<file path="src/hdl/p2b_ram.sv">
// Generic single-port-write, single-port-read RAM with registered read data.
// No dependencies.
`default_nettype none

module p2b_ram #(
    parameter int WIDTH  = 32,
    parameter int DEPTH  = 4,
    parameter int ADDR_W = (DEPTH > 1) ? $clog2(DEPTH) : 1
) (
    input  logic                     clk,
    input  logic                     we,
    input  logic [ADDR_W-1:0]        waddr,
    input  logic [WIDTH-1:0]         wdata,
    input  logic                     re,
    input  logic [ADDR_W-1:0]        raddr,
    output logic [WIDTH-1:0]         rdata
);

    logic [WIDTH-1:0] mem [DEPTH];

    // Write port and registered read port
    always_ff @(posedge clk)
    begin
        if (we)
        begin
            mem[waddr] <= wdata;
        end
        if (re)
        begin
            rdata <= mem[raddr];
        end
    end

endmodule

`default_nettype wire

</file>
<file path="config.mk">
export PLATFORM = sky130hd
export DESIGN_NAME = p2b_ram
export DESIGN_NICKNAME = d
export VERILOG_FILES = /design/src/hdl/p2b_ram.sv
export SDC_FILE = /design/constraint.sdc
export NUM_CORES = 1
export LEC_CHECK = 0
export ABC_AREA = 1
export BUFFER_PORTS_ARGS = -buffer_cell sky130_fd_sc_hd__clkbuf_2
export CAP_MARGIN = 15
export CORE_UTILIZATION = 58
export DETAILED_ROUTE_END_ITERATION = 10
export PLACE_DENSITY = 0.79
export SYNTH_ARGS = -nofsm -noshare
export SYNTH_HDL_FRONTEND = slang
export SYNTH_SLANG_ARGS = --single-unit
export TNS_END_PERCENT = 50
</file>
<file path="constraint.sdc">
create_clock -name clk -period 4.4 [get_ports clk]
set_clock_uncertainty 0.15 [all_clocks]
set_input_delay 0.44 -clock clk [delete_from_list [all_inputs] [get_ports clk]]
set_output_delay 0.44 -clock clk [all_outputs]
set_load 0.1 [all_outputs]
</file>
# Yosys cells after proc, flatten, opt, wreduce, memory -nomap -nowiden
# Memories as Yosys holds them, arrays and structs flattened. A register that Yosys moved wholly into a read port is not among the register bits.
# Index checks and enable logic that the tools add are counted.
# totals
ff_bits,0
ramBits,128
input_bits,39
output_inout_bits,32
mem_count,1
# memory_table
memory,words,word_bits,rd,rd_ports_with_merged_regs,wr,line,text
mem,4,32,1,1,1,19,logic [WIDTH-1:0] mem [DEPTH];
# op_classes
muxes,2
# ops
op,n
$mux W1,2

# Logic depth before layout (Yosys ltp)
# Gate-level depths: netlist of the first run.
# depth
word_depth,2
mapped_depth,5
depth_no_buf,4

# Worst setup path after synthesis of the first run
# No wires, ideal clock.
# synth_path
kind,input to register
startpoint,in waddr[1]
endpoint,"mem mem[0][0], enable pin"
setup_time_ps,461
arrival_ps,2720
t_required_ps,3789
slack_ps,1069
cell_stages,1
cell_sequence,nor3_1
# synth_lines
item,line,text
"start, declared",12,"input logic [ADDR_W-1:0] waddr,"
"end, declared",19,
# Straight into the memory's write port.

==> results of run 1 <==
layout by cell type (no fill, tap or decap):
| cell | instances |
|---|---|
| sky130_fd_sc_hd__nand2_1 | 160 |
| sky130_fd_sc_hd__edfxtp_1 | 160 |
| sky130_fd_sc_hd__inv_1 | 132 |
| sky130_fd_sc_hd__clkbuf_2 | 70 |
| sky130_fd_sc_hd__nand3_1 | 64 |
| sky130_fd_sc_hd__dlygate4sd3_1 | 32 |
| sky130_fd_sc_hd__clkbuf_16 | 16 |
| sky130_fd_sc_hd__buf_4 | 6 |
| sky130_fd_sc_hd__bufinv_16 | 5 |
| sky130_fd_sc_hd__nor3_2 | 4 |
| sky130_fd_sc_hd__clkbuf_1 | 2 |
| sky130_fd_sc_hd__clkinv_2 | 2 |
| sky130_fd_sc_hd__inv_2 | 1 |
| sky130_fd_sc_hd__clkbuf_8 | 1 |
| sky130_fd_sc_hd__clkinv_4 | 1 |
| sky130_fd_sc_hd__clkinv_1 | 1 |
| sky130_fd_sc_hd__inv_6 | 1 |
| sky130_fd_sc_hd__clkinvlp_4 | 1 |
| sky130_fd_sc_hd__buf_8 | 1 |
final cells by class:
class                      instances  area, µm²
sequential                       160       4800
clock inverter                    11        189
multi-input combinational        228        961
fill                             649       2730
timing repair buffer             109        731
tap                              136        170
clock buffer                      19        422
inverter                         133        499
state kept, by name, summed over array words and instances, names as in the netlist:
signal / cells
mem: 128
rdata: 32
power breakdown:
group / internal, mW / switching (mW)
Combinational: 0.0845 / 0.295
Clock: 0.970 / 0.549
Sequential: 1.77 / 0.0228
worst max-delay path, cell delays in order:
cell                       delay (ns)
sky130_fd_sc_hd__clkbuf_2        0.59
sky130_fd_sc_hd__inv_1           0.62
sky130_fd_sc_hd__buf_8           0.33
sky130_fd_sc_hd__nand3_1         0.09
sky130_fd_sc_hd__nand2_1         0.06
per-stage QoR:
stage,utilization,std cells
floorplan,-,541
global placement,0.650,733
detailed placement,0.650,733
CTS,0.739,795
global route,0.740,796
finish,0.740,796
per-layer routing:
| metal | part of all wire | vias up | GRT usage |
|---|---|---|---|
| li1 | - | 1935 | - |
| met1 | 0.40 | 1848 | 0.274 |
| met2 | 0.54 | 144 | 0.416 |
| met3 | 0.059 | 10 | 0.0547 |
| met4 | 0.0087 | 0 | 0.103 |
| met5 | 0 | - | 0 |
logic make-up after synthesis:
family                 after synthesis  synth area share
and+or+nand+nor                    228             0.147
buffers and inverters              153             0.102
DFF                                160             0.751
final timing paths:
path / to / slack, ns / cells past startpoint
setup / recovery: rdata[11] / 2.38 / 5
hold / removal: mem[1][2] / 0.20 / 2
setup reg to reg: rdata[27] / 3.22 / 4
hold reg to reg: rdata[6] / 0.47 / 4
==> results_tabular.tex, run 1 <==
\begin{tabular}{lr}
\hline
Metric & Value \\
\hline
\multicolumn{2}{l}{\textbf{Critical path}} \\
\quad Setup crit end kind & flip-flop \\
\quad Reg-to-reg startpoint & mem[1][27] \\
\quad Startpoint-to-endpoint class of the critical path & in -> reg \\
\quad Critical path launch point type & input pin \\
\quad Start point of the critical path & raddr[1] \\
\quad Endpoint arrival time on the critical path & $\sim$2.2 ns \\
\quad Critical path peak fanout & 33 \\
\quad Data required time of the critical path & 4.52 ns \\
\multicolumn{2}{l}{\textbf{Timing}} \\
\quad Max Transition Viols Final & 0 \\
\quad Highest achievable clock rate & between 400 and 500 MHz \\
\quad Unrepaired setup endpoints after global routing & false \\
\quad Final setup viols & 0 \\
\quad Worst-case headroom to the max-slew limit & 0.264 \\
\quad Worst Max-Slew Pin Slew & around 1.1 ns \\
\quad Accumulated negative setup slack & 0 ns \\
\quad Post-layout min period & slightly above 2 ns \\
\quad Hold\_ws & a little over 0.2 ns \\
\quad Hold Vio Cnt, Final & 0 \\
\quad Part of the cycle the worst path needs & 0.460 \\
\quad Final critical-path setup slack & $\sim$2.4 ns \\
\multicolumn{2}{l}{\textbf{Global routing}} \\
\quad Overflow after GRT & 0 \\
\quad Global-route wire length before repair & 19.7 mm \\
\quad Number of global-route vias before repair & around 4200 \\
\quad All-Layer GR Usage & 0.235 \\
\quad Number of antenna violations at the first check in global routing & 0 \\
\quad Maximum number of pins on one net before global-route repair & 65 \\
\multicolumn{2}{l}{\textbf{Die}} \\
\quad Die Y & roughly 110 µm \\
\quad Die area & 11500 µm² \\
\quad Initial cell density of the core & 0.609 \\
\quad Cell Rows & 37 \\
\quad Core outline area & between 10000 and 15000 µm² \\
\quad Overall die width & around 110 µm \\
\quad Top-level port count & 71 \\
\multicolumn{2}{l}{\textbf{Drt}} \\
\quad Average via count per standard cell & a little under 5 \\
\quad Number of remaining DRC errors & 0 \\
\quad Via count & slightly below 4000 \\
\quad WL per Instance & approximately 15 µm \\
\quad Drt initial violations & around 260 \\
\quad Detail Route Antenna Nets & 0 \\
\quad Routed wire length & 12.1 mm \\
\quad First-pass iteration count of the detailed router & 4 \\
\multicolumn{2}{l}{\textbf{Logic synthesis}} \\
\quad Synth Instances & roughly 540 \\
\quad Top cell type by total area after synthesis & sky130\_fd\_sc\_hd\_\_edfxtp\_1 \\
\quad Count of flip-flops with a built-in enable after synthesis & 160 \\
\quad Area share of the largest cell type after synthesis & 0.751 \\
\quad Ys async rst share & 0 \\
\quad Total nets after synthesis & between 500 and 600 \\
\quad Count of warnings emitted by yosys & 0 \\
\quad Most used flip-flop cell after synthesis & sky130\_fd\_sc\_hd\_\_edfxtp\_1 \\
\quad Mean instance size in the synthesized netlist & about 12 µm² \\
\quad Post-synthesis cell area & 6400 µm² \\
\quad Largest cells by area after synthesis & sky130\_fd\_sc\_hd\_\_edfxtp\_1 (75\%), sky130\_fd\_sc\_hd\_\_nand2\_1 (9.4\%), sky130\_fd\_sc\_hd\_\_inv\_1 (7.7\%) \\
\quad Register bit count reported by yosys & between 150 and 200 \\
\quad Synth cell types & 9 \\
\quad Sequential share of the synthesized area & 0.751 \\
\quad Cell types with the highest counts after synthesis & sky130\_fd\_sc\_hd\_\_edfxtp\_1 (160), sky130\_fd\_sc\_hd\_\_nand2\_1 (160), sky130\_fd\_sc\_hd\_\_inv\_1 (132), sky130\_fd\_sc\_hd\_\_nand3\_1 (64), sky130\_fd\_sc\_hd\_\_buf\_2 (9) \\
\multicolumn{2}{l}{\textbf{Min path}} \\
\quad Start point of the worst hold path & waddr[1] \\
\quad Worst hold-check path type & in -> reg \\
\multicolumn{2}{l}{\textbf{Clock tree}} \\
\quad Sinks on the clock net & 160 \\
\quad TritonCTS clock tree & yes \\
\quad Total CTS buffers & 17 \\
\quad \# H-tree levels & 4 \\
\quad Worst-case clock buffer depth & 2 \\
\quad Resized cells post-CTS & 0 \\
\quad Post-CTS Repair Setup Buffers & 0 \\
\quad Root cell of the clock tree & sky130\_fd\_sc\_hd\_\_clkbuf\_8 \\
\quad Quantity of hold-fixing buffers added after cts & 32 \\
\quad Source-to-sink clock delay at the later pin of the worst-skew pair & around 0.53 ns \\
\quad Register clock-pin slew on the reported worst setup and hold paths & 0.06 ns \\
\multicolumn{2}{l}{\textbf{Pwr}} \\
\quad Maximum VDD drop & 0.000268 V \\
\quad Leak & about 3.5 nW \\
\quad Final Power & between 3 and 4 mW \\
\quad Power per cell area & 475 nW/µm² \\
\multicolumn{2}{l}{\textbf{Place}} \\
\quad GP Congestion & approximately 0.74 \\
\quad Worst slack at placement & about 1.7 ns \\
\quad Post-DP Area & $\sim$6800 µm² \\
\quad IO buf count & 70 \\
\quad Final HPWL DP & roughly 6.5 mm \\
\multicolumn{2}{l}{\textbf{Cells and area}} \\
\quad Final net count & between 600 and 700 \\
\quad Area of all placed cells without fillers & $\sim$8000 µm² \\
\quad Diodes inserted & 0 \\
\quad Share of layout cells above drive strength 1 & 0.165 \\
\quad Area Growth Syn to Fin & 21.5\% \\
\multicolumn{2}{l}{\textbf{Status}} \\
\quad Result of the run & complete, no violations \\
\multicolumn{2}{l}{\textbf{Run}} \\
\quad Max-cap violation count & 0 \\
\hline
\end{tabular}
(Power assumes the default switching activity.)
==> run 2: changes to the inputs <==
clock period = 2 ns   (was 4.4 ns; I/O delays follow)
==> run 2 against run 1 <==
  * Design area up 1.0%
  * Setup slack worse by 2.1 ns
  * Sequential share of layout area is 0.64 points lower
  * Clock power grew 110%
  * First-iteration DRC count is 14% higher
  * Clock-buffer cell count down 1
  * Largest cell class unchanged
  * Critical path type is now reg -> out
  * Global-route usage grew 0.32 points
  * Critical endpoint is now rdata[11]
  * Via count up 3.5%
  * Register-to-register slack lost 2.3 ns
  * Sequential power is 120% higher
==> results_tabular.tex, run 2 (same netlist as run 1, synthesis figures left out) <==
\begin{tabular}{lr}
\hline
Metric & Value \\
\hline
\multicolumn{2}{l}{\textbf{Clock tree}} \\
\quad TritonCTS clock tree & yes \\
\quad Resized cells post-CTS & 0 \\
\quad Total CTS buffers & 17 \\
\quad \# H-tree levels & 4 \\
\quad Register clock-pin slew on the reported worst setup and hold paths & $\sim$0.07 ns \\
\quad Quantity of hold-fixing buffers added after cts & 32 \\
\quad Worst-case clock buffer depth & 2 \\
\quad Sinks on the clock net & 160 \\
\quad Source-to-sink clock delay at the later pin of the worst-skew pair & between 0.5 and 0.6 ns \\
\quad Root cell of the clock tree & sky130\_fd\_sc\_hd\_\_clkbuf\_8 \\
\quad Post-CTS Repair Setup Buffers & 0 \\
\multicolumn{2}{l}{\textbf{Timing}} \\
\quad Unrepaired setup endpoints after global routing & false \\
\quad Part of the cycle the worst path needs & 0.860 \\
\quad Highest achievable clock rate & 582 MHz \\
\quad Final critical-path setup slack & approximately 0.28 ns \\
\quad Post-layout min period & between 1.5 and 2 ns \\
\quad Max Transition Viols Final & 0 \\
\quad Final setup viols & 0 \\
\quad Worst Max-Slew Pin Slew & 0.549 ns \\
\quad Hold Vio Cnt, Final & 0 \\
\quad Worst-case headroom to the max-slew limit & 0.635 \\
\multicolumn{2}{l}{\textbf{Global routing}} \\
\quad Number of global-route vias before repair & between 4000 and 5000 \\
\quad Number of antenna violations at the first check in global routing & 0 \\
\quad GRT met3 Usage & 0.0638 \\
\quad All-Layer GR Usage & 0.239 \\
\quad Maximum number of pins on one net before global-route repair & 39 \\
\quad Global route hottest layer & met2 \\
\quad Global-route wire length before repair & slightly below 20 mm \\
\quad Global routing met1 resource utilization & 0.265 \\
\quad Overflow after GRT & 0 \\
\quad Grt met2 use & 0.431 \\
\multicolumn{2}{l}{\textbf{Cells and area}} \\
\quad Number of fill cells & 633 \\
\quad Layout Cells excl Fill & 806 \\
\quad Commonest non-fill, non-tap cells in the layout & sky130\_fd\_sc\_hd\_\_nand2\_1 (160), sky130\_fd\_sc\_hd\_\_edfxtp\_1 (160), sky130\_fd\_sc\_hd\_\_inv\_1 (132) \\
\quad Final net count & a little under 700 \\
\quad Share of layout cells above drive strength 1 & 0.181 \\
\quad Diodes inserted & 0 \\
\quad Top flop regs & mem (128), rdata (32) \\
\quad Area Growth Syn to Fin & 22.8\% \\
\quad Flip-flop count of the largest register, all copies and words added & 128 \\
\quad Register with the most flip-flops & mem \\
\multicolumn{2}{l}{\textbf{Place}} \\
\quad IO buf count & 70 \\
\quad Final HPWL DP & between 7 and 8 mm \\
\quad GP Congestion & roughly 0.75 \\
\quad Worst slack at placement & $\sim$0.47 ns \\
\quad Count of placed standard cells including taps & between 700 and 800 \\
\multicolumn{2}{l}{\textbf{Die}} \\
\quad Cell Rows & 37 \\
\quad Die Y & between 100 and 150 µm \\
\quad Die area & between 10000 and 15000 µm² \\
\quad Core outline area & 10500 µm² \\
\quad Top-level port count & 71 \\
\quad Overall die width & $\sim$110 µm \\
\quad Initial cell density of the core & 0.609 \\
\multicolumn{2}{l}{\textbf{Drt}} \\
\quad Detail Route Antenna Nets & 0 \\
\quad First-pass iteration count of the detailed router & 5 \\
\quad Via count & between 4000 and 5000 \\
\quad Average via count per standard cell & slightly above 5 \\
\quad WL per Instance & around 15 µm \\
\quad Routed wire length & approximately 12 mm \\
\quad Drt initial violations & 292 \\
\quad Number of remaining DRC errors & 0 \\
\multicolumn{2}{l}{\textbf{Critical path}} \\
\quad Crit path max-delay family & buffers and inverters \\
\quad Setup crit end kind & output pin \\
\quad Cell-by-cell listing of the critical path & clkbuf\_2 \\
\quad Crit-path max cell delay & between 0.4 and 0.5 ns \\
\quad CP bufs+invs & 1 \\
\quad Data required time of the critical path & 1.65 ns \\
\quad Endpoint arrival time on the critical path & between 1 and 1.5 ns \\
\quad Critical path peak fanout & 1 \\
\quad Critical path launch point type & flip-flop \\
\quad Startpoint-to-endpoint class of the critical path & reg -> out \\
\quad Master of the slowest instance on the critical path & sky130\_fd\_sc\_hd\_\_clkbuf\_2 \\
\multicolumn{2}{l}{\textbf{Run}} \\
\quad Max-cap violation count & 0 \\
\multicolumn{2}{l}{\textbf{Pwr}} \\
\quad Maximum VDD drop & between 0.0006 and 0.0007 V \\
\quad Leak & about 3.6 nW \\
\quad Power per cell area & about 1000 nW/µm² \\
\multicolumn{2}{l}{\textbf{Status}} \\
\quad Result of the run & complete, no violations \\
\multicolumn{2}{l}{\textbf{Min path}} \\
\quad Worst hold-check path type & in -> reg \\
\hline
\end{tabular}
run 2: path summary, 6_finish.rpt:
check	from	end	slack (ns)	cells after the start
min reg2reg	mem[0][26]	rdata[26]	0.46	4
max	rdata[11]	rdata[11]	0.28	1
min	waddr[1]	mem[1][25]	0.1	3
max reg2reg	mem[1][10]	rdata[10]	0.91	4
run 2: final cells by class:
| cell class | instances | area (µm²) | share of cell area |
|---|---|---|---|
| clock inverter | 14 | 171 | 0.0218 |
| inverter | 133 | 499 | 0.0635 |
| timing repair buffer | 117 | 808 | 0.103 |
| sequential | 160 | 4800 | 0.611 |
| multi-input combinational | 228 | 986 | 0.125 |
| clock buffer | 18 | 418 | 0.0532 |
| tap | 136 | 170 | 0.0217 |
run 2: where the power goes:
part | switching [mW] | leakage (nW) | total (mW) | internal, mW
clock network | 1.38 | 0.287 | 3.21 | 1.83
registers | 0.0522 | 1.49 | 3.95 | 3.90
logic | 0.654 | 1.78 | 0.853 | 0.198
run 2: through the flow:
stage          power, mW  hold slack, ns   util  setup TNS [ns]  cell area, µm²
2_1_floorplan       4.61           0.149      -          -12.67            6420
3_3_place_gp        4.78           0.260  0.661               0            6950
4_1_cts             8.04          0.0879  0.748               0            7860
5_1_grt             8.25           0.101  0.748               0            7860
6_report            8.01          0.0988  0.748               0            7860
3_5_place_dp        4.82           0.268  0.661               0            6950
run 2: metal layers:
| layer | share of wire | wire [µm] |
|---|---|---|
| met5 | 0 | 0 |
| met4 | 0.018 | 223 |
| met3 | 0.075 | 914 |
| met2 | 0.55 | 6720 |
| met1 | 0.36 | 4340 |
